`src/rtl/core/aopu_pkg.sv`:
```
// Package for the arc odometry pose update block: widths, CORDIC constants,
// and the shared control struct. No dependencies.
package aopu_pkg;

    localparam int VALUE_WIDTH_DEF   = 32;
    localparam int FRACTION_BITS_DEF = 16;
    localparam int OFFSET_WIDTH      = 22;
    localparam int IO_WIDTH          = 32;
    localparam int CORDIC_STEPS      = 30;

    localparam logic [63:0] PI_Q60       = 64'h3243F6A8885A308D;
    localparam logic signed [63:0] PI_Q30      = 64'sd3373259426;
    localparam logic signed [63:0] HALF_PI_Q30 = 64'sd1686629713;
    localparam logic signed [63:0] GAIN_Q30    = 64'sd652032874;

    localparam logic [1:0] REG_VOFF = 2'd0;
    localparam logic [1:0] REG_HOFF = 2'd1;

    typedef struct packed {
        logic start;
        logic busy;
    } t_unit_ctl;

    function automatic logic signed [63:0] atan_q30(input logic [4:0] idx);
        logic signed [63:0] v;
        begin
            unique case (idx)
                5'd0: v = 64'sd843314857;
                5'd1: v = 64'sd497837829;
                5'd2: v = 64'sd263043837;
                5'd3: v = 64'sd133525159;
                5'd4: v = 64'sd67021687;
                5'd5: v = 64'sd33543516;
                5'd6: v = 64'sd16775851;
                5'd7: v = 64'sd8388437;
                5'd8: v = 64'sd4194283;
                5'd9: v = 64'sd2097149;
                default: v = 64'sd1 <<< (6'd30 - {1'b0, idx});
            endcase
            return v;
        end
    endfunction

endpackage

```
`src/rtl/core/aopu_mulround.sv`:
```
// Shift-add multiplier, one bit per cycle: (a*b)>>sh rounded half away from
// zero, sh in {29,30}. Depends on aopu_pkg.
module aopu_mulround #(
    parameter int AW = 50
) (
    input  logic                 i_clk,
    input  logic                 i_rst_n,
    input  logic                 i_start,
    input  logic signed [AW-1:0] i_a,
    input  logic signed [33:0]   i_b,
    input  logic                 i_sh30,
    output logic                 o_done,
    output logic signed [AW+4:0] o_p
);
    import aopu_pkg::*;

    localparam int PW = AW + 34;
    logic r_busy, r_done, r_neg, r_sh30;
    logic [5:0] r_cnt;
    logic [PW-1:0] r_acc, r_ma;
    logic [33:0] r_mb;
    logic [PW-1:0] rnd;

    always_ff @(posedge i_clk) begin
        if (!i_rst_n) begin
            r_busy <= 1'b0; r_done <= 1'b0;
        end else begin
            r_done <= 1'b0;
            if (i_start) begin
                r_busy <= 1'b1; r_cnt <= 6'd34; r_acc <= '0;
                r_ma <= PW'(i_a[AW-1] ? AW'(-i_a) : i_a);
                r_mb <= i_b[33] ? 34'(-i_b) : i_b;
                r_neg <= i_a[AW-1] ^ i_b[33]; r_sh30 <= i_sh30;
            end else if (r_busy) begin
                if (r_mb[0]) r_acc <= r_acc + r_ma;
                r_ma <= r_ma << 1; r_mb <= r_mb >> 1;
                r_cnt <= r_cnt - 6'd1;
                if (r_cnt == 6'd1) begin r_busy <= 1'b0; r_done <= 1'b1; end
            end
        end
    end

    always_comb begin
        if (r_sh30) rnd = (r_acc + (PW'(1) << 29)) >> 30;
        else        rnd = (r_acc + (PW'(1) << 28)) >> 29;
        o_p = r_neg ? -(AW+5)'(rnd) : (AW+5)'(rnd);
    end
    assign o_done = r_done;

    a_done_pulse: assert property (@(posedge i_clk) disable iff (!i_rst_n)
        o_done |=> !o_done) else $error("mul done held");
    a_busy: assert property (@(posedge i_clk) disable iff (!i_rst_n)
        o_done |-> !r_busy) else $error("mul busy at done");
endmodule

```
`config.mk`:
```
export PLATFORM = sky130hd
export DESIGN_NAME = aopu_mulround
export DESIGN_NICKNAME = d
export VERILOG_FILES = /design/src/rtl/core/aopu_pkg.sv /design/src/rtl/core/aopu_mulround.sv
export SDC_FILE = /design/constraint.sdc
export NUM_CORES = 1
export LEC_CHECK = 0
export BUFFER_PORTS_ARGS = -buffer_cell sky130_fd_sc_hd__buf_2
export CAP_MARGIN = 20
export CORE_MARGIN = 10
export CORE_UTILIZATION = 29
export CTS_CLUSTER_SIZE = 14
export DETAILED_ROUTE_END_ITERATION = 8
export SETUP_SLACK_MARGIN = 0.02
export SYNTH_ARGS = -nofsm -noshare
export SYNTH_HDL_FRONTEND = slang
export SYNTH_SLANG_ARGS = --single-unit
```
`constraint.sdc`:
```
create_clock -name i_clk -period 5.7 [get_ports i_clk]
set_input_delay 1.14 -clock i_clk [delete_from_list [all_inputs] [get_ports i_clk]]
set_output_delay 1.14 -clock i_clk [all_outputs]
set_load 0.02 [all_outputs]
```
==> results.py <==
metrics = {
    "floorplanning": {
        "die_area_um2": 78000,
        "die_w_um": 279,
        "core_um2": 66200,
        "die_y_um": 279,
        "io_pins": 144,
        "start_util_pct": 29.4,
        "num_rows": 94,
    },
    "routing": {
        "drtIter0Drc": 1188,
        "first_pass_iters": 5,
        "wirelength_um": 59400,
        "wl_met3_um": 3290,
        "dr_wl_met2_um": 26600,
        "drtAntennaViolNets": 0,
        "vias": 17600,
        "viasPerCell": 5.27,
        "wire_per_inst_um": 17.7,
        "met1Wirelength_um": 28000,
        "topRoutingLayerUsed": "met5",
        "drc": 0,
    },
    "timing": {
        "fin_tns_setup_ns": 0,
        "rsz0062_at_grt": "yes",
        "layout_setup_ws_ns": 0.191,
        "period_minus_slack_ns": 5.51,
        "slew_viol_final": 0,
        "timing.slew.headroom_pct": 40.2,
        "fin_crit_sh_pct": 96.6,
        "max_freq_ghz": 0.182,
        "finalHoldViolCount": 0,
        "skew_ns": 0.0221,
        "setup_viol": 0,
        "tightest_slew_ns": 0.897,
    },
    "synth": {
        "synth_area_um2": 19500,
        "yosys_warnings": 0,
        "synthArstFlopShare_pct": 0,
        "synthesis.nets": 2526,
        "synthCells": 2347,
        "syn_avg_cell_area_um2": 8.30,
        "seq_area_frac_synth_pct": 32.6,
        "synth_edf_count": 210,
        "synth_cell_type_count": 75,
        "dominantRegCellSynth": "edfxtp_1",
        "ys_ff_latch": 212,
    },
    "place": {
        "hpwl_um": 46500,
        "portBuffers": 143,
        "gp_congestion": 0.930,
        "place_inst": 3271,
        "dp_slack_ns": 0.103,
    },
    "pwr": {
        "peakVddDrop_uv": 178,
        "p_leak_nw": 8.25,
        "total_power_mw": 5.39,
        "power.density_nw_per_um2": 240,
    },
    "grt": {
        "grt_max_degree": 168,
        "grt.total_usage_pct": 14.6,
        "antenna_found_initial": 4,
        "grt_pass1_wl_um": 94200,
        "overflow": 0,
        "grt_pass1_vias": 17000,
    },
    "layout": {
        "areaGrowthSynthToFinish_pct": 15.5,
        "final-instance-count-excl-fill": 3347,
        "layout-drive-gt1-share_pct": 15.1,
        "n_antenna_cell": 0,
        "fill_cells": 6971,
        "nets": 2647,
        "final_util_pct": 34.0,
    },
    "worst_setup_path": {
        "worstReg2RegEnd": "r_acc[73]$_SDFFCE_PP0P_",
        "r2r_slack_ns": 0.91,
        "startpoint_type": "register",
        "worst-setup-path-type": "register to output pin",
        "crit_family": "simple AND/OR/NAND/NOR gates",
        "worstPathCellList": "nand4_4 > or4_4 > buf_4 > or4_4 > o211a_1 > a211o_1 > a211o_1 > or3_4 > or3_4 > o41ai_4 > xnor2_1 > buf_4",
        "crit_start": "r_acc[56]$_SDFFCE_PP0P_",
        "crit_path_end": "o_p[54]",
        "endpoint_kind": "output pin",
        "critPathMaxFanout": 6,
        "ff2ff_path_depth": 11,
        "worstReg2RegStart": "r_acc[29]$_SDFFCE_PP0P_",
        "required_ns": 4.56,
        "cpPeakStageDelay_ns": 0.56,
        "critPathBufInv": 2,
        "worstPathArrival_ns": 4.37,
        "crit_cells": 12,
        "crit_path_top_delay_cell": "or4_4",
    },
    "cts": {
        "cts_inserted_buffers": 25,
        "cts_hold_buf": 0,
        "cts_tree": "done",
        "clkLatencyLatePin_ns": 0.55,
        "cts.sinks": 212,
        "cts.htree.levels": 1,
        "cts.reportedPaths.clkPinSlew_ns": 0.06,
        "cts-root-buf": "clkbuf_16",
        "clock_tree.buffer_depth": 3,
    },
    "hold_path": {
        "holdCritPathClass": "register to register",
    },
    "flow_run": {
        "max-cap-violations": 0,
    },
    "outcome": {
        "status": "complete, no violations",
    },
}
==> through the flow <==
stage | hold slack, ns | cell area (um^2)
floorplan | 0.435 | 19500
global placement | 0.466 | 21200
detailed placement | 0.476 | 21200
CTS | 0.488 | 22100
global route | 0.511 | 22500
finish | 0.492 | 22500
==> kinds of logic after synthesis <==
group                    Yosys count  synth area share (%)
AO/OA/AOI/OAI                    608                  19.5
XOR/XNOR                         280                  12.6
adder cells (fa/ha/maj)           91                  5.88
buffers and inverters            225                  4.44
flip-flops                       212                  32.6
multiplexers                      49                  2.70
AND/OR/NAND/NOR                  882                  22.3
==> state kept, by name, indices dropped and copies added (netlist names) <==
signal / flops
r_ma: 84
r_busy: 1
r_neg: 1
r_cnt: 6
o_done: 1
r_mb: 34
r_acc: 84
r_sh30: 1
==> report_power, final <==
| part | internal [mW] | switching, mW | total, mW |
|---|---|---|---|
| Combinational | 0.754 | 1.20 | 1.95 |
| Sequential | 1.90 | 0.100 | 2.00 |
| Clock | 0.799 | 0.649 | 1.45 |
==> how the worst min path moves through the flow <==
stage,start,endpoint,cells past startpoint
floorplan,r_busy$_SDFF_PN0_,o_done$_SDFF_PP0_,2
global placement,r_busy$_SDFF_PN0_,o_done$_SDFF_PP0_,2
detailed placement,r_busy$_SDFF_PN0_,o_done$_SDFF_PP0_,2
CTS,r_busy$_SDFF_PN0_,o_done$_SDFF_PP0_,2
global route,r_busy$_SDFF_PN0_,o_done$_SDFF_PP0_,2
finish,r_busy$_SDFF_PN0_,o_done$_SDFF_PP0_,2
==> layout make-up <==
| class | count | area, um^2 | area share, % |
|---|---|---|---|
| clock buffer | 30 | 644 | 2.86 |
| clock inverter | 12 | 63.8 | 0.284 |
| timing repair buffer | 238 | 1460 | 6.50 |
| sequential | 212 | 6350 | 28.2 |
| inverter | 81 | 304 | 1.35 |
| tap | 864 | 1080 | 4.81 |
| multi-input combinational | 1910 | 12600 | 56.0 |
==> synth_stat cells, types with 6 or more instances <==
library cell	number	share of area (%)
nor2_1	263	5.1
edfxtp_1	210	32
a21oi_1	198	5.1
nand2_1	193	3.7
o21ai_0	151	3.9
xnor2_1	147	6.6
xor2_1	133	6.0
clkbuf_1	119	2.3
ha_1	90	5.8
inv_1	81	1.6
nand4_1	70	2.2
nand3_1	69	1.8
nor3_1	64	1.6
o31ai_1	42	1.6
a21o_1	40	1.5
nor4_1	35	1.1
or3_1	34	1.1
mux2_2	28	1.6
nor2b_1	28	0.90
nand2b_1	22	0.71
mux2i_1	21	1.1
or4_1	21	0.81
o41ai_1	20	0.90
a31oi_1	19	0.61
a211oi_1	17	0.66
o21a_1	17	0.66
and3_1	16	0.51
o21bai_1	16	0.62
and2_1	13	0.42
buf_2	12	0.31
and4_1	11	0.49
buf_1	11	0.21
or2_2	11	0.35
o211ai_1	10	0.39
o31a_1	8	0.36
a21boi_0	7	0.27
nand3b_1	7	0.27
a211o_1	6	0.27
o221ai_1	6	0.27
==> routing by layer <==
layer	vias to the layer above	track usage, %
met5	-	0
met4	8	4.21
met3	75	2.23
met2	414	23.4
met1	8269	20.0
li1	8876	-
==> placed cells by master (no fill, tap or decap), types with 19 or more instances in the layout <==
cell	count
a21o_1	40
a21oi_1	197
a31oi_1	19
buf_2	139
buf_4	96
clkbuf_16	25
edfxtp_1	210
ha_1	88
inv_1	81
mux2_2	28
mux2i_1	20
nand2_1	192
nand2b_1	22
nand3_1	62
nand4_1	70
nor2_1	262
nor2b_1	27
nor3_1	58
nor4_1	29
o21ai_0	150
o31ai_1	42
or3_1	29
xnor2_1	147
xor2_1	133
==> worst reg2reg max path, cell delays in order, from the launching register on <==
cell and delay (ns):
edfxtp_1 0.50, buf_4 0.19, ha_1 0.45, nand4_1 0.23, nor4b_1 0.81, nand3_1 0.42, a31oi_1 0.44, o21ai_0 0.33
o41ai_1 0.68, a21oi_1 0.21, xnor2_1 0.17, nor2_1 0.06
==> what timing repair did <==
item,in CTS,in global routing
gates resized for setup,27,37
endpoints found under the setup margin,22,27
pin swaps,1,11
buffers inserted,10,24
No activity file was read; power rests on OpenSTA's default activity.
