<file path="src/rtl/core/aopu_pkg.sv">
// Package for the arc odometry pose update block: widths, CORDIC constants,
// and the shared control struct. No dependencies.
package aopu_pkg;

    localparam int VALUE_WIDTH_DEF   = 32;
    localparam int FRACTION_BITS_DEF = 16;
    localparam int OFFSET_WIDTH      = 22;
    localparam int IO_WIDTH          = 32;
    localparam int CORDIC_STEPS      = 30;

    localparam logic [63:0] PI_Q60       = 64'h3243F6A8885A308D;
    localparam logic signed [63:0] PI_Q30      = 64'sd3373259426;
    localparam logic signed [63:0] HALF_PI_Q30 = 64'sd1686629713;
    localparam logic signed [63:0] GAIN_Q30    = 64'sd652032874;

    localparam logic [1:0] REG_VOFF = 2'd0;
    localparam logic [1:0] REG_HOFF = 2'd1;

    typedef struct packed {
        logic start;
        logic busy;
    } t_unit_ctl;

    function automatic logic signed [63:0] atan_q30(input logic [4:0] idx);
        logic signed [63:0] v;
        begin
            unique case (idx)
                5'd0: v = 64'sd843314857;
                5'd1: v = 64'sd497837829;
                5'd2: v = 64'sd263043837;
                5'd3: v = 64'sd133525159;
                5'd4: v = 64'sd67021687;
                5'd5: v = 64'sd33543516;
                5'd6: v = 64'sd16775851;
                5'd7: v = 64'sd8388437;
                5'd8: v = 64'sd4194283;
                5'd9: v = 64'sd2097149;
                default: v = 64'sd1 <<< (6'd30 - {1'b0, idx});
            endcase
            return v;
        end
    endfunction

endpackage

</file>
<file path="src/rtl/core/aopu_divider.sv">
// Bit-serial restoring divider: |n|<<FB / |d|, one quotient bit per cycle,
// truncated and saturated to VW bits. Depends on aopu_pkg.
module aopu_divider #(
    parameter int VW = aopu_pkg::VALUE_WIDTH_DEF,
    parameter int FB = aopu_pkg::FRACTION_BITS_DEF
) (
    input  logic                 i_clk,
    input  logic                 i_rst_n,
    input  logic                 i_start,
    input  logic signed [VW+1:0] i_num,
    input  logic signed [VW+1:0] i_den,
    output logic                 o_done,
    output logic signed [VW-1:0] o_quo
);
    import aopu_pkg::*;

    localparam int NW = VW + 2 + FB;
    localparam int CW = $clog2(NW + 1);

    logic r_busy, r_done;
    logic [CW-1:0] r_cnt;
    logic [NW-1:0] r_n, r_q;
    logic [VW+2:0] r_rem, r_d;
    logic r_neg;
    logic [VW+2:0] sh;
    logic [VW+1:0] mn, md;

    assign mn = i_num[VW+1] ? (VW+2)'(-i_num) : i_num;
    assign md = i_den[VW+1] ? (VW+2)'(-i_den) : i_den;
    assign sh = {r_rem[VW+1:0], r_n[NW-1]};

    always_ff @(posedge i_clk) begin
        if (!i_rst_n) begin
            r_busy <= 1'b0; r_done <= 1'b0;
        end else begin
            r_done <= 1'b0;
            if (i_start) begin
                r_busy <= 1'b1; r_cnt <= CW'(NW);
                r_n <= {mn, FB'(0)}; r_d <= {1'b0, md}; r_rem <= '0; r_q <= '0;
                r_neg <= i_num[VW+1] ^ i_den[VW+1];
            end else if (r_busy) begin
                r_n <= r_n << 1;
                if (sh >= r_d) begin
                    r_rem <= sh - r_d; r_q <= {r_q[NW-2:0], 1'b1};
                end else begin
                    r_rem <= sh; r_q <= {r_q[NW-2:0], 1'b0};
                end
                r_cnt <= r_cnt - CW'(1);
                if (r_cnt == CW'(1)) begin
                    r_busy <= 1'b0; r_done <= 1'b1;
                end
            end
        end
    end

    localparam logic [NW-1:0] QMAX = NW'((64'd1 << (VW - 1)) - 64'd1);
    always_comb begin
        if (r_neg) o_quo = (r_q > QMAX + NW'(1)) ? {1'b1, {(VW-1){1'b0}}}
                                                 : VW'(-r_q);
        else o_quo = (r_q > QMAX) ? {1'b0, {(VW-1){1'b1}}} : VW'(r_q);
    end

    assign o_done = r_done;

    a_done_pulse: assert property (@(posedge i_clk) disable iff (!i_rst_n)
        o_done |=> !o_done) else $error("div done held");
    a_busy_end: assert property (@(posedge i_clk) disable iff (!i_rst_n)
        o_done |-> !r_busy) else $error("div busy at done");
    a_cnt: assert property (@(posedge i_clk) disable iff (!i_rst_n)
        r_busy |-> (r_cnt != '0)) else $error("div count");
endmodule

</file>
<file path="config.mk">
export PLATFORM = sky130hd
export DESIGN_NAME = aopu_divider
export DESIGN_NICKNAME = d
export VERILOG_FILES = /design/src/rtl/core/aopu_pkg.sv /design/src/rtl/core/aopu_divider.sv
export SDC_FILE = /design/constraint.sdc
export NUM_CORES = 1
export LEC_CHECK = 0
export BUFFER_PORTS_ARGS = -buffer_cell sky130_fd_sc_hd__buf_4
export CAP_MARGIN = 10
export CORE_MARGIN = 2
export CORE_UTILIZATION = 55
export DETAILED_ROUTE_END_ITERATION = 10
export MAX_ROUTING_LAYER = met4
export PLACE_DENSITY_LB_ADDON = 0.1
export SYNTH_ARGS = -nofsm -noshare
export SYNTH_HDL_FRONTEND = slang
export SYNTH_SLANG_ARGS = --single-unit
</file>
<file path="constraint.sdc">
create_clock -name i_clk -period 9.8 [get_ports i_clk]
set_clock_uncertainty 0.15 [all_clocks]
set_input_delay 0.98 -clock i_clk [delete_from_list [all_inputs] [get_ports i_clk]]
set_output_delay 0.98 -clock i_clk [all_outputs]
set_load 0.05 [all_outputs]
</file>
==> flow_metrics.env, run 1 <==
export IMPL_synth_flop_cell="edfxtp_1"
export IMPL_max_freq_mhz=181.7
export IMPL_antenna_found_initial=0
export IMPL_worst_pin_slew_ns=1.108
export IMPL_grt_max_degree=108
export IMPL_finalHoldViolCount=0
export IMPL_dieArea_sq_mm=0.02042
export IMPL_relSlewSlack_pct=26.17
export IMPL_startpoint_type="register"
export IMPL_finalCriticalPeriod_ns=5.502
export IMPL_cts_tree="done"
export IMPL_async_flop_share_pct=0
export IMPL_dieHeight_um=142.9
export IMPL_grt_pass1_vias=7998
export IMPL_peakVddDrop_mv=0.1372
export IMPL_report_final_slew_viol_count=0
export IMPL_hp_start="r_busy"
export IMPL_drtIter0Drc=667
export IMPL_synth_cells=1097
export IMPL_synth_nets=1208
export IMPL_netlist_area_sq_mm=0.01061
export IMPL_mostFrequentLayoutCell="edfxtp_1"
export IMPL_cts_resized=0
export IMPL_cts_buffers=17
export IMPL_ys_seq_elements=161
export IMPL_cap_viol_max_count=0
export IMPL_port_buffers=103
export IMPL_ant_nets=0
export IMPL_chipWidth_um=142.9
export IMPL_min_path_cells=2
export IMPL_antenna_cells=0
export IMPL_grt_usage_pct=25.26
export IMPL_postCtsSetupBuffers=0
export IMPL_yosys_warnings=0
export IMPL_end_kind="output port"
export IMPL_routabilityCongestion=0.9111
export IMPL_tns_ns=0
export IMPL_overflow=0
export IMPL_hp_class="register to register"
export IMPL_synth_edf_count=159
export IMPL_routed_wl_um=24490
export IMPL_dr_pass1_iters=5
export IMPL_dp_hpwl_um=17220
export IMPL_initial_core_util_pct=56.35
export IMPL_fin_nets=1288
export IMPL_post_drt_wl_per_cell_um=16.89
export IMPL_yosysUniqueCellTypes=72
export IMPL_fin_util_pct=64.59
export IMPL_clock_sinks=161
export IMPL_clk_latency_ns=0.43
export IMPL_yosysSeqAreaShare_pct=45.37
export IMPL_final_cell_mix="159 x edfxtp_1, 112 x buf_4, 103 x a21oi_1, 75 x o21ai_0, 74 x nor2_1"
export IMPL_crit_required_ns=8.67
export IMPL_reg2reg_from="r_n[49]"
export IMPL_vias=8673
export IMPL_cts_buffer_depth=2
export IMPL_vias_per_cell=5.981
export IMPL_arrival_ns=4.37
export IMPL_worstSetupPathType="register to output port"
export IMPL_core_sq_mm=0.01883
export IMPL_avgSynthCellArea_sq_um=9.673
export IMPL_rsz0062_at_grt="false"
export IMPL_row_count=50
export IMPL_crit_fanout=30
export IMPL_status="finished, final reports clean"
export IMPL_powerDensity_mw_per_mm2=165.5
export IMPL_crit_start="r_q[0]"
export IMPL_worst_r2r_cell_count=12
export IMPL_leakage_nw=4.636
export IMPL_htreeDepth=4
export IMPL_ioPinCount=104
export IMPL_grt_pass1_wl_um=39910
export IMPL_period_share_pct=56.15
export IMPL_fill_cells=1584
export IMPL_synthToLayoutAreaGrowth_pct=14.62
export IMPL_path_clk_slew_ns=0.07
export IMPL_holdBufCountCts=0
export IMPL_remaining_drc_errors=0
export IMPL_root_buffer="clkbuf_16"
export IMPL_setup_violations=0
export IMPL_drive_gt1_share_pct=14.20
[path summary, 6_finish.rpt]
path	to	slack [ns]
setup / recovery	o_quo[2]	4.30
hold / removal	o_done	0.33
setup reg to reg	r_rem[30]	5.98
hold reg to reg	o_done	0.33
[registers in the layout, indices dropped and copies added (netlist names)]
signal,flops
r_q,50
r_d,34
r_n,34
r_rem,34
r_cnt,6
o_done,1
r_busy,1
r_neg,1
[stage by stage]
stage	hold slack [ns]	std cells	setup WS, ns	area, sq um	total power, mW
2_1_floorplan	0.2645	1097	4.258	10610	1.231
3_3_place_gp	0.2929	1418	4.852	11590	1.360
3_5_place_dp	0.3038	1418	4.775	11590	1.369
4_1_cts	0.3397	1450	4.302	12160	2.019
5_1_grt	0.3561	1450	4.067	12160	2.109
6_report	0.3315	1450	4.298	12160	2.013
[critical path, stage by stage (launching register included)]
cell and delay [ns]:
edfxtp_1 0.39, inv_1 0.12, ha_1 0.19, or3b_1 0.42, or4_1 0.51, nor4b_2 0.44, nand4_1 0.21, o31a_1 0.27
buf_4 0.23, inv_2 0.10, nand2_1 0.27, o311ai_0 0.51, buf_4 0.28
[Yosys cell counts (all sizes together) (15+ instances only)]
cell type	n	share of area (%)
nand3	37	1.7
o21ai	82	3.9
clkbuf	44	1.6
nand2	66	2.3
inv	60	2.1
xnor2	43	3.5
nor3	29	1.4
or3	27	1.7
or4	15	1.2
edfxtp	159	45
o31ai	22	1.7
nor2	75	2.7
xor2	42	3.5
ha	39	4.6
nor2b	53	3.1
a21oi	103	4.9
[power breakdown]
group          leakage [nW]  total, mW  switching, mW  internal [mW]
clock                 0.278      0.653          0.296          0.357
sequential             1.54      0.864         0.0353          0.829
combinational          2.82      0.496          0.300          0.196
[per-layer routing]
layer  global-route usage [%]  wire, um  vias up
li1                         -         -     4264
met1                    35.55     11670     4109
met2                    37.77     11110      274
met3                    5.064      1424       26
met4                    6.305       276        0
met5                        -         0        -
[kinds of logic after synthesis]
group           after synthesis  share of synthesized area, %
buf+inv                     111                         3.974
compound gates              330                         19.95
flops                       161                         45.37
simple gates                368                         18.71
fa+ha+maj                    40                         4.787
mux                           2                        0.1887
xor+xnor                     85                         7.016
[final cells by class]
cell class	count	area, sq um	share of cell area (%)
clock buffer	17	425.4	3.498
clock inverter	15	148.9	1.224
inverter	60	225.2	1.852
multi-input combinational	825	5383	44.25
sequential	161	4815	39.58
tap	260	325.3	2.675
timing repair buffer	112	840.8	6.913
No activity file was read; power rests on OpenSTA's default activity.
==> run 2: changes to the inputs <==
Clock period 9.8 ns to 5.1 ns, I/O delays scaled along.
==> run 2 against run 1 <==
Effect of this change:
- count of clock-buffer cells in the layout rose by 2
- utilization rose by 0.50 points
- first-iteration DRC count is 10% lower
- critical path depth down 1
- via count down 1.3%
- final area up 0.77%
- cell count up 0.28%
- routed wire length decreased by 1.2%
- die area is the same
- non-clock buffer count grew 4
- combinational power rose by 95%
- register-to-register slack worse by 4.8 ns
- largest power group unchanged
- highest routed layer unchanged
==> flow_metrics.env, run 2 (synthesized netlist as in run 1, its figures left out) <==
export IMPL_dp_hpwl_um=16940
export IMPL_vias=8557
export IMPL_antenna_found_initial=0
export IMPL_switching_power_mw=1.201
export IMPL_power_internal_mw=2.755
export IMPL_vias_per_cell=5.885
export IMPL_status="finished, final reports clean"
export IMPL_drtIter0Drc=598
export IMPL_setup_violations=0
export IMPL_leakage_nw=4.676
export IMPL_mostFrequentLayoutCell="edfxtp_1"
export IMPL_antenna_cells=0
export IMPL_crit_fanout=12
export IMPL_post_drt_wl_per_cell_um=16.63
export IMPL_cts_tree="done"
export IMPL_end_kind="output port"
export IMPL_tns_ns=0
export IMPL_clk_latency_ns=0.43
export IMPL_initial_core_util_pct=56.35
export IMPL_arrival_ns=4.18
export IMPL_fill_cells=1555
export IMPL_power_mw=3.956
export IMPL_port_buffers=103
export IMPL_crit_required_ns=4.44
export IMPL_routabilityCongestion=0.8802
export IMPL_cts_buffer_depth=2
export IMPL_cap_viol_max_count=0
export IMPL_grt_usage_pct=25.02
export IMPL_p_seq_share_pct=41.8
export IMPL_worst_r2r_cell_count=12
export IMPL_power_switching_share_pct=30.35
export IMPL_chipWidth_um=142.9
export IMPL_min_path_cells=1
export IMPL_grt_pass1_vias=7940
export IMPL_cts_buffers=17
export IMPL_final_cell_mix="159 x edfxtp_1, 114 x buf_4, 103 x a21oi_1, 75 x o21ai_0, 74 x nor2_1"
export IMPL_register_area_sq_mm=0.004815
export IMPL_htreeDepth=4
export IMPL_path_clk_slew_ns=0.07
export IMPL_peakVddDrop_mv=0.2213
export IMPL_clockPowerShare_pct=33.8
export IMPL_report_final_slew_viol_count=0
export IMPL_overflow=0
export IMPL_relSlewSlack_pct=33.50
export IMPL_finalCriticalPeriod_ns=4.840
export IMPL_dieArea_sq_mm=0.02042
export IMPL_routed_wl_um=24190
export IMPL_largest_register_ffs=50
export IMPL_dr_pass1_iters=5
export IMPL_row_count=50
export IMPL_max_freq_mhz=206.6
export IMPL_ant_nets=0
export IMPL_grt_max_degree=78
export IMPL_rsz0062_at_grt="true"
export IMPL_core_sq_mm=0.01883
export IMPL_hp_class="primary input to register"
export IMPL_remaining_drc_errors=0
export IMPL_root_buffer="clkbuf_16"
export IMPL_fin_nets=1292
export IMPL_multiInputGateArea_sq_mm=0.005388
export IMPL_synthToLayoutAreaGrowth_pct=15.51
export IMPL_period_share_pct=94.91
export IMPL_holdBufCountCts=0
export IMPL_ioPinCount=104
export IMPL_p_comb_share_pct=24.4
export IMPL_clock_sinks=161
export IMPL_regMostFlops="r_q"
export IMPL_powerDensity_mw_per_mm2=322.7
export IMPL_worst_pin_slew_ns=0.9975
export IMPL_grt_pass1_wl_um=39650
export IMPL_worstSetupPathType="register to output port"
export IMPL_dieHeight_um=142.9
export IMPL_startpoint_type="register"
export IMPL_finalHoldViolCount=0
export IMPL_drive_gt1_share_pct=14.32
==> run 2: metal layers <==
layer	wire length [um]	track usage, %	share of wire, %
met3	1579	6.103	6.5
met2	11010	36.67	46
met5	0	-	0
met4	297	6.566	1.2
met1	11300	35.00	47
==> run 2: repair_timing <==
item,in CTS,in global routing
buffers inserted,0,2
setup endpoints to repair,0,16
resized for setup,0,3
endpoints found under the hold margin,0,0
==> run 2: cell type report <==
| type | instances | share of cell area (%) |
|---|---|---|
| sequential | 161 | 39.28 |
| clock inverter | 13 | 1.429 |
| multi-input combinational | 825 | 43.96 |
| tap | 260 | 2.654 |
| timing repair buffer | 116 | 7.309 |
| inverter | 60 | 1.837 |
| clock buffer | 19 | 3.532 |
==> run 2: path summary, 6_finish.rpt <==
| check | slack, ns | end | from |
|---|---|---|---|
| setup / recovery | 0.26 | o_quo[2] | r_q[0] |
| hold / removal | 0.13 | r_d[0] | i_den[0] |
| setup reg to reg | 1.17 | r_rem[30] | r_n[49] |
| hold reg to reg | 0.32 | o_done | r_busy |
==> run 2: worst max-delay path, cell delays in order, from the launching register on <==
cell and delay (ns):
edfxtp_1 0.38, inv_1 0.12, ha_1 0.20, or3b_1 0.42, or4_1 0.51, nor4b_2 0.44, nand4_1 0.20, o31a_1 0.38
inv_2 0.10, nand2_1 0.29, o311ai_1 0.45, buf_4 0.27
==> run 2: power by group through the flow <==
stage | registers (mW) | logic, mW | clock network, mW
floorplan | 1.66 | 0.703 | 0
finish | 1.65 | 0.966 | 1.34
global placement | 1.68 | 0.942 | 0
global route | 1.66 | 1.07 | 1.42
CTS | 1.65 | 0.959 | 1.35
detailed placement | 1.68 | 0.954 | 0
==> run 2: per-stage QoR <==
step	cells	hold WS [ns]	worst slack [ns]	area, sq um	util, %
detailed placement	1420	0.3032	0.5115	11620	61.69
global route	1454	0.1231	-0.002108	12260	65.09
finish	1454	0.1335	0.2597	12260	65.09
global placement	1420	0.2950	0.6376	11620	61.69
CTS	1452	0.1204	0.04541	12220	64.92
floorplan	1097	0.2645	0.02780	10610	-
