## config.mk

```make
export PLATFORM = sky130hd
export DESIGN_NAME = aopu_cordic
export DESIGN_NICKNAME = d
export VERILOG_FILES = /design/src/rtl/core/aopu_pkg.sv /design/src/rtl/core/aopu_cordic.sv
export SDC_FILE = /design/constraint.sdc
export NUM_CORES = 1
export LEC_CHECK = 0
export ABC_AREA = 1
export BUFFER_PORTS_ARGS = -buffer_cell sky130_fd_sc_hd__buf_2
export CORE_MARGIN = 5
export CORE_UTILIZATION = 35
export CTS_CLUSTER_SIZE = 12
export DETAILED_ROUTE_END_ITERATION = 8
export PLACE_DENSITY = 0.47
export SETUP_SLACK_MARGIN = 0.3
export SLEW_MARGIN = 20
export SYNTH_ARGS = -nofsm -noshare
export SYNTH_HDL_FRONTEND = slang
export SYNTH_SLANG_ARGS = --single-unit
```

## constraint.sdc

```tcl
create_clock -name i_clk -period 10.5 [get_ports i_clk]
set_input_delay 0.525 -clock i_clk [delete_from_list [all_inputs] [get_ports i_clk]]
set_output_delay 0.525 -clock i_clk [all_outputs]
set_load 0.005 [all_outputs]
```

## src/rtl/core/aopu_pkg.sv

```systemverilog
// Package for the arc odometry pose update block: widths, CORDIC constants,
// and the shared control struct. No dependencies.
package aopu_pkg;

    localparam int VALUE_WIDTH_DEF   = 32;
    localparam int FRACTION_BITS_DEF = 16;
    localparam int OFFSET_WIDTH      = 22;
    localparam int IO_WIDTH          = 32;
    localparam int CORDIC_STEPS      = 30;

    localparam logic [63:0] PI_Q60       = 64'h3243F6A8885A308D;
    localparam logic signed [63:0] PI_Q30      = 64'sd3373259426;
    localparam logic signed [63:0] HALF_PI_Q30 = 64'sd1686629713;
    localparam logic signed [63:0] GAIN_Q30    = 64'sd652032874;

    localparam logic [1:0] REG_VOFF = 2'd0;
    localparam logic [1:0] REG_HOFF = 2'd1;

    typedef struct packed {
        logic start;
        logic busy;
    } t_unit_ctl;

    function automatic logic signed [63:0] atan_q30(input logic [4:0] idx);
        logic signed [63:0] v;
        begin
            unique case (idx)
                5'd0: v = 64'sd843314857;
                5'd1: v = 64'sd497837829;
                5'd2: v = 64'sd263043837;
                5'd3: v = 64'sd133525159;
                5'd4: v = 64'sd67021687;
                5'd5: v = 64'sd33543516;
                5'd6: v = 64'sd16775851;
                5'd7: v = 64'sd8388437;
                5'd8: v = 64'sd4194283;
                5'd9: v = 64'sd2097149;
                default: v = 64'sd1 <<< (6'd30 - {1'b0, idx});
            endcase
            return v;
        end
    endfunction

endpackage

```

## src/rtl/core/aopu_cordic.sv

```systemverilog
// Iterative rotation-mode CORDIC: one micro-rotation per cycle, Q2.30 sine and
// cosine of an angle with FB+1 fraction bits. Depends on aopu_pkg.
module aopu_cordic #(
    parameter int FB = aopu_pkg::FRACTION_BITS_DEF,
    parameter int AW = 50
) (
    input  logic                 i_clk,
    input  logic                 i_rst_n,
    input  logic                 i_start,
    input  logic signed [AW-1:0] i_angle,
    output logic                 o_done,
    output logic signed [33:0]   o_sin,
    output logic signed [33:0]   o_cos
);
    import aopu_pkg::*;

    localparam logic signed [AW-1:0] TWO_PI =
        AW'((PI_Q60 + (64'd1 << (57 - FB))) >> (58 - FB));

    logic [2:0]  r_st, n_st;
    logic [5:0]  r_cnt, n_cnt;
    logic signed [AW-1:0] r_r, n_r;
    logic signed [35:0] r_x, n_x, r_y, n_y;
    logic signed [35:0] r_z, n_z;
    logic r_flip, n_flip;
    logic signed [63:0] zw;

    localparam logic [2:0] ST_IDLE = 3'd0, ST_MOD = 3'd1, ST_FOLD = 3'd2,
                           ST_ROT = 3'd3, ST_DONE = 3'd4;

    always_comb begin
        n_st = r_st; n_cnt = r_cnt; n_r = r_r; n_x = r_x; n_y = r_y;
        n_z = r_z; n_flip = r_flip; zw = 64'(r_r) <<< (29 - FB);
        unique case (r_st)
            ST_IDLE: if (i_start) begin
                n_r = i_angle; n_st = ST_MOD;
            end
            ST_MOD: begin
                // Subtractive reduction: one compare and subtract per cycle.
                if (r_r >= TWO_PI) n_r = r_r - TWO_PI;
                else if (r_r < 0) n_r = r_r + TWO_PI;
                else n_st = ST_FOLD;
            end
            ST_FOLD: begin
                if (zw > PI_Q30) zw = zw - 2 * PI_Q30;
                n_flip = 1'b0;
                if (zw > HALF_PI_Q30) begin zw = zw - PI_Q30; n_flip = 1'b1; end
                else if (zw < -HALF_PI_Q30) begin zw = zw + PI_Q30; n_flip = 1'b1; end
                n_z = 36'(zw); n_x = 36'(GAIN_Q30); n_y = '0; n_cnt = '0;
                n_st = ST_ROT;
            end
            ST_ROT: begin
                if (r_z >= 0) begin
                    n_x = r_x - (r_y >>> r_cnt); n_y = r_y + (r_x >>> r_cnt);
                    n_z = r_z - 36'(atan_q30(r_cnt[4:0]));
                end else begin
                    n_x = r_x + (r_y >>> r_cnt); n_y = r_y - (r_x >>> r_cnt);
                    n_z = r_z + 36'(atan_q30(r_cnt[4:0]));
                end
                n_cnt = r_cnt + 6'd1;
                if (r_cnt == 6'(CORDIC_STEPS - 1)) n_st = ST_DONE;
            end
            ST_DONE: n_st = ST_IDLE;
            default: n_st = ST_IDLE;
        endcase
    end

    always_ff @(posedge i_clk) begin
        if (!i_rst_n) begin
            r_st <= ST_IDLE;
        end else begin
            r_st <= n_st;
        end
        r_cnt <= n_cnt; r_r <= n_r; r_x <= n_x; r_y <= n_y; r_z <= n_z;
        r_flip <= n_flip;
    end

    assign o_done = (r_st == ST_DONE);
    assign o_sin  = r_flip ? -34'(r_y) : 34'(r_y);
    assign o_cos  = r_flip ? -34'(r_x) : 34'(r_x);

    a_done_pulse: assert property (@(posedge i_clk) disable iff (!i_rst_n)
        o_done |=> !o_done) else $error("cordic done held");
    a_start_idle: assert property (@(posedge i_clk) disable iff (!i_rst_n)
        (r_st == ST_DONE) |=> (r_st == ST_IDLE)) else $error("cordic exit");
    a_cnt_rot: assert property (@(posedge i_clk) disable iff (!i_rst_n)
        (r_st == ST_ROT) |-> (r_cnt < 6'(CORDIC_STEPS))) else $error("cordic count");
endmodule

```

==> impl_metrics.tcl, run 1 <==
set metrics [dict create \
    drive_gt1_share_pct 7.11 \
    reg2reg_slack_ps 3570 \
    n_antenna_cell 0 \
    synth_area_um2 27200 \
    via_count 30400 \
    htreeDepth 4 \
    cts_tree "yes" \
    whs_path_depth 3 \
    ant_nets 0 \
    cts_buffers 17 \
    hold_start "i_angle[38]" \
    syn-num-nets 4780 \
    cpMaxStageDelayCell "inv_2" \
    area_delta_synth_final_pct 6.91 \
    drt_first_pass_iters 8 \
    maxSlewViolCount 0 \
    tightest_slew_ps 1070 \
    place_congestion 0.957 \
    place_hpwl_um 90200 \
    timing.rr.end "r_y[32]$_SDFFCE_PN0P_" \
    synth-main-ff-cell "edfxtp_1" \
    ios 122 \
    totalWireLength_um 114000 \
    ys_seq_area_share_pct 18.5 \
    yosys.area.top_type "nand2_1" \
    nets 4780 \
    tns_ps 0 \
    vias_per_cell 5.38 \
    min_path_type "in -> reg" \
    synth_commonest_cells "1381 x nand2_1, 503 x nor2_1, 460 x inv_1" \
    final_area_um2 29000 \
    outcome "finished clean" \
    clock_latency_ps 530 \
    grt.total_usage_pct 26.7 \
    pre_cts_ws_ps 3760 \
    cts_hold_buf 0 \
    wire_per_inst_um 20.2 \
    dpl.cell_count 5622 \
    io_buffer_count 121 \
    hold_end "r_r[38]$_DFFE_PP_" \
    ys_seq_elements 168 \
    rows 102 \
    grt_pass1_wl_um 174000 \
    grt_start_max_net_pins 94 \
    path_delay_family "compound AO/OA/AOI/OAI gates" \
    die_w_um 289 \
    synthArstFlopShare_pct 0 \
    path_buf_inv 5 \
    cpPeakStageDelay_ps 650 \
    maxCapViolCount 0 \
    register_area_um2 5010 \
    synth_top_area_share_pct 19.1 \
    multi_input_area_um2 19400 \
    worstPathArrival_ps 7200 \
    yosysMostFrequentCell "nand2_1" \
    fillers 8759 \
    cts.clk_slew.worst_paths_ps 100 \
    yosysWarnings 0 \
    clock_path_buffers 2 \
    drc_errors 0 \
    skew_ps 29.7 \
    ctsResizeCount 0 \
    cts_num_sinks 168 \
    setup.worst_path.class "reg -> reg" \
    cp_max_fo 48 \
    drt_iter0_markers 2843 \
    finalSetupViolCount 0 \
    fin_crit_ps 6930 \
    post_cts_buffers 0 \
    antenna_found_initial 0 \
    design.core.area_um2 77200 \
    relSlewSlack_pct 28.4 \
    cp_data_required_time_ps 10770 \
    rsz0062_at_grt "false" \
    worst-r2r-cell-count 33 \
    worst_slack_ps 3570 \
    dpl-instance-area_um2 28400 \
    grt_remaining_overflow 0 \
    fin_crit_sh_pct 66.0 \
    die_h_um 289 \
    initial_utilization_pct 35.2 \
    synth.distinct_cells 60 \
    end_kind "register" \
    hold_viol 0 \
    synth-edff-count 165 \
    dieArea_um2 83300 \
    fin_cells 5654 \
    fmax_mhz 144 \
    grt_pass1_vias 28900 \
    netlist_instances 4601 \
    cp-start-kind "register" \
    timing.rr.start "r_cnt[1]$_SDFFCE_PN0P_" \
    ys_top_cells_by_area "nand2_1 19%, edfxtp_1 18%, nor2_1 6.9%, o21ai_0 6.6%, inv_1 6.4%" \
    postSynthAreaPerCell_um2 5.90 \
    clock-root-buffer "clkbuf_16" \
]
==> worst min-delay path, cell delays in order <==
cell	delay, ps
buf_2	70
nand2_1	40
nand2_1	60
==> layout by cell type, fill, tap and decap left out, types with 17 or more instances in the layout <==
cell       Yosys  layout
a31oi_1       40      40
mux2i_1       43      43
nor3_1        64      64
a21oi_1      285     285
ha_1         123     123
nor2_2        24      26
o211ai_1      37      37
clkbuf_16      0      17
o21a_1        22      22
nand2_1     1381    1380
nor2_1       503     499
nand3_1      338     338
nor4_1        20      20
o21ai_1       36      36
or2_2         35      35
inv_1        460     460
edfxtp_1     165     165
o21ai_0      356     356
xor2_1       192     192
o22ai_1       19      19
nand3b_1      19      19
buf_4         21      29
nand4_1       62      62
inv_2         29      30
buf_2         43     121
nand2_2       24      24
xnor2_1       36      36
==> kinds of logic (layout without fill, tap and decap cells) <==
family                   count (synthesis)  after routing  synth area share, %
AND/OR/NAND/NOR                       2507           2507                 39.0
XOR/XNOR                               228            228                 7.35
multiplexers                            43             43                 1.58
buffers and inverters                  664            677                 10.2
AO/OA/AOI/OAI                          865            865                 17.6
adder cells (fa/ha/maj)                126            126                 5.89
flip-flops                             168            168                 18.5
==> per-stage QoR <==
| stage | hold WS (ps) | utilization [%] |
|---|---|---|
| floorplan | 480 | - |
| global placement | 558 | 36.8 |
| detailed placement | 556 | 36.8 |
| CTS | 243 | 37.6 |
| global route | 265 | 37.6 |
| finish | 271 | 37.6 |
==> flip-flops by register name (all words and copies together), names as in the netlist <==
register  flops
r_cnt         6
r_flip        1
r_r          50
r_st          3
r_x          36
r_y          36
r_z          36
==> routing by layer <==
layer | track usage (%) | vias to the layer above | part of all wire [%]
li1 | - | 15200 | -
met1 | 36.4 | 14000 | 46
met2 | 44.5 | 998 | 46
met3 | 3.23 | 146 | 5.7
met4 | 7.89 | 0 | 2.9
met5 | 0 | - | 0
==> how the worst max path moves through the flow <==
stage,slack [ps],depth (start not counted),start,endpoint
6_report,3570,33,r_cnt[1]$_SDFFCE_PN0P_,r_y[32]$_SDFFCE_PN0P_
5_1_grt,2900,32,r_cnt[1]$_SDFFCE_PN0P_,r_x[31]$_SDFFCE_PN0P_
4_1_cts,3700,33,r_cnt[1]$_SDFFCE_PN0P_,r_y[32]$_SDFFCE_PN0P_
3_5_place_dp,3760,34,r_cnt[1]$_SDFFCE_PN0P_,r_x[31]$_SDFFCE_PN0P_
3_3_place_gp,3700,30,r_cnt[0]$_SDFFCE_PN0P_,r_z[34]$_DFFE_PP_
2_1_floorplan,3780,6,r_st[1]$_SDFFE_PN0P_,r_x[8]$_SDFFCE_PN1P_
==> cell type report <==
cell class | instances | share of cell area, %
clock buffers | 17 | 1.46
clock inverters | 15 | 0.642
inverters | 495 | 6.40
multi-input cells | 3769 | 66.9
flip-flops and latches | 168 | 17.3
well taps | 1040 | 4.48
repair buffers | 150 | 2.83
Power of run 1 is left out: the tool's default activity adds up to more than one toggle a clock period on the data nets, which glitch-free logic cannot reach.
==> inputs of run 2 (changes only) <==
==> constraint.sdc (replaced) <==
create_clock -name i_clk -period 6.6 [get_ports i_clk]
set_input_delay 0.33 -clock i_clk [delete_from_list [all_inputs] [get_ports i_clk]]
set_output_delay 0.33 -clock i_clk [all_outputs]
set_load 0.005 [all_outputs]
==> impl_metrics.tcl, run 2 (same netlist as run 1, synthesis figures left out) <==
set metrics [dict create \
    grt_start_max_net_pins 122 \
    nets 4821 \
    post-route-util_pct 38.3 \
    drt_iter0_markers 3021 \
    cpPeakStageDelay_ps 460 \
    io_buffer_count 121 \
    grt.total_usage_pct 27.3 \
    end_kind "register" \
    reg2reg_slack_ps 520 \
    wire_per_inst_um 20.8 \
    skew_ps 12.5 \
    place_congestion 0.989 \
    design.core.area_um2 77200 \
    antenna_found_initial 1 \
    largest_register_ffs 50 \
    timing.rr.start "r_cnt[0]$_SDFFCE_PN0P_" \
    die_h_um 289 \
    fin_crit_sh_pct 92.1 \
    ant_nets 0 \
    worst-r2r-cell-count 34 \
    ios 122 \
    whs_path_depth 3 \
    vias_per_cell 5.47 \
    largest_register "r_r" \
    cts.clk_slew.worst_paths_ps 80 \
    totalWireLength_um 119000 \
    clock_path_buffers 2 \
    dieArea_um2 83300 \
    cp-start-kind "register" \
    tns_ps 0 \
    crit_start "r_cnt[0]$_SDFFCE_PN0P_" \
    drc_errors 0 \
    cts_buffers 17 \
    grt_pass1_vias 28800 \
    worstPathArrival_ps 6350 \
    final_common_cell "nand2_1" \
    cpMaxStageDelayCell "edfxtp_1" \
    whs_ps 82.5 \
    min_path_type "in -> reg" \
    rsz0062_at_grt "true" \
    fin_crit_ps 6080 \
    htreeDepth 4 \
    hold_end "r_r[45]$_DFFE_PP_" \
    maxSlewViolCount 0 \
    hold_viol 0 \
    maxCapViolCount 0 \
    fmax_mhz 165 \
    setup.worst_path.class "reg -> reg" \
    hold_start "i_angle[45]" \
    cp_max_fo 30 \
    drive_gt1_share_pct 8.34 \
    cp_data_required_time_ps 6870 \
    outcome "finished clean" \
    via_count 31100 \
    grt_remaining_overflow 0 \
    grt_pass1_wl_um 177000 \
    place_hpwl_um 92700 \
    drt_first_pass_iters 6 \
    clock-root-buffer "clkbuf_16" \
    cts_num_sinks 168 \
    initial_utilization_pct 35.2 \
    clock_latency_ps 520 \
    tightest_slew_ps 1140 \
    cts_hold_buf 0 \
    relSlewSlack_pct 23.7 \
    layout_common_cells "1380 x nand2_1, 499 x nor2_1, 460 x inv_1" \
    rows 102 \
    cts_tree "yes" \
    die_w_um 289 \
    area_delta_synth_final_pct 8.76 \
    cp_common_cell "nand2_1" \
    timing.rr.end "r_x[31]$_SDFFCE_PN0P_" \
    n_antenna_cell 0 \
    finalSetupViolCount 0 \
]
==> run 2: how the worst max path moves through the flow <==
stage                                  to  cells past startpoint  slack [ps]
floorplan                r_r[0]$_DFFE_PP_                     10         990
global placement    r_x[31]$_SDFFCE_PN0P_                     31         280
detailed placement  r_x[31]$_SDFFCE_PN0P_                     31         260
CTS                 r_x[31]$_SDFFCE_PN0P_                     35         310
global route        r_x[31]$_SDFFCE_PN0P_                     35         230
finish              r_x[31]$_SDFFCE_PN0P_                     34         520
==> run 2: layout make-up <==
class	instances	area, µm²
Clock buffer	18	429
Clock inverter	14	158
Fill cell	8726	47700
Inverter	495	1870
Multi-Input combinational cell	3769	19500
Sequential cell	168	5010
Tap cell	1040	1300
Timing Repair Buffer	191	1230
==> run 2: critical path, delay by kind of cell, from the launching register on <==
family                     cells  cell delay, ps
and+or+nand+nor               17            2070
AOI/OAI and AO/OA              8            1700
DFF                            1             460
adders and majority gates      2             560
xor gates and xnor gates       1             160
buffers and inverters          6             850
==> run 2: per-stage QoR <==
stage	instances	area, µm²	worst slack, ps
finish	5695	29500	521
CTS	5681	29300	309
global route	5695	29500	233
global placement	5649	28700	284
detailed placement	5649	28700	256
floorplan	4601	27200	994
==> run 2: repair_timing <==
item,CTS,global route
resized for setup,1,52
setup buffers,0,10
cloned,0,4
pin swaps,0,4
setup endpoints to repair,1,35
==> run 2: per-layer routing <==
metal  vias up  wire, µm  GRT usage [%]  part of all wire, %
met4         0      4280           9.72                  3.6
met1     14400     53900           37.5                   45
met2      1164     53100           44.1                   45
met5         -         0              0                    0
li1      15400         -              -                    -
met3       200      7390           3.41                  6.2
Power of run 2 is left out for the same reason.
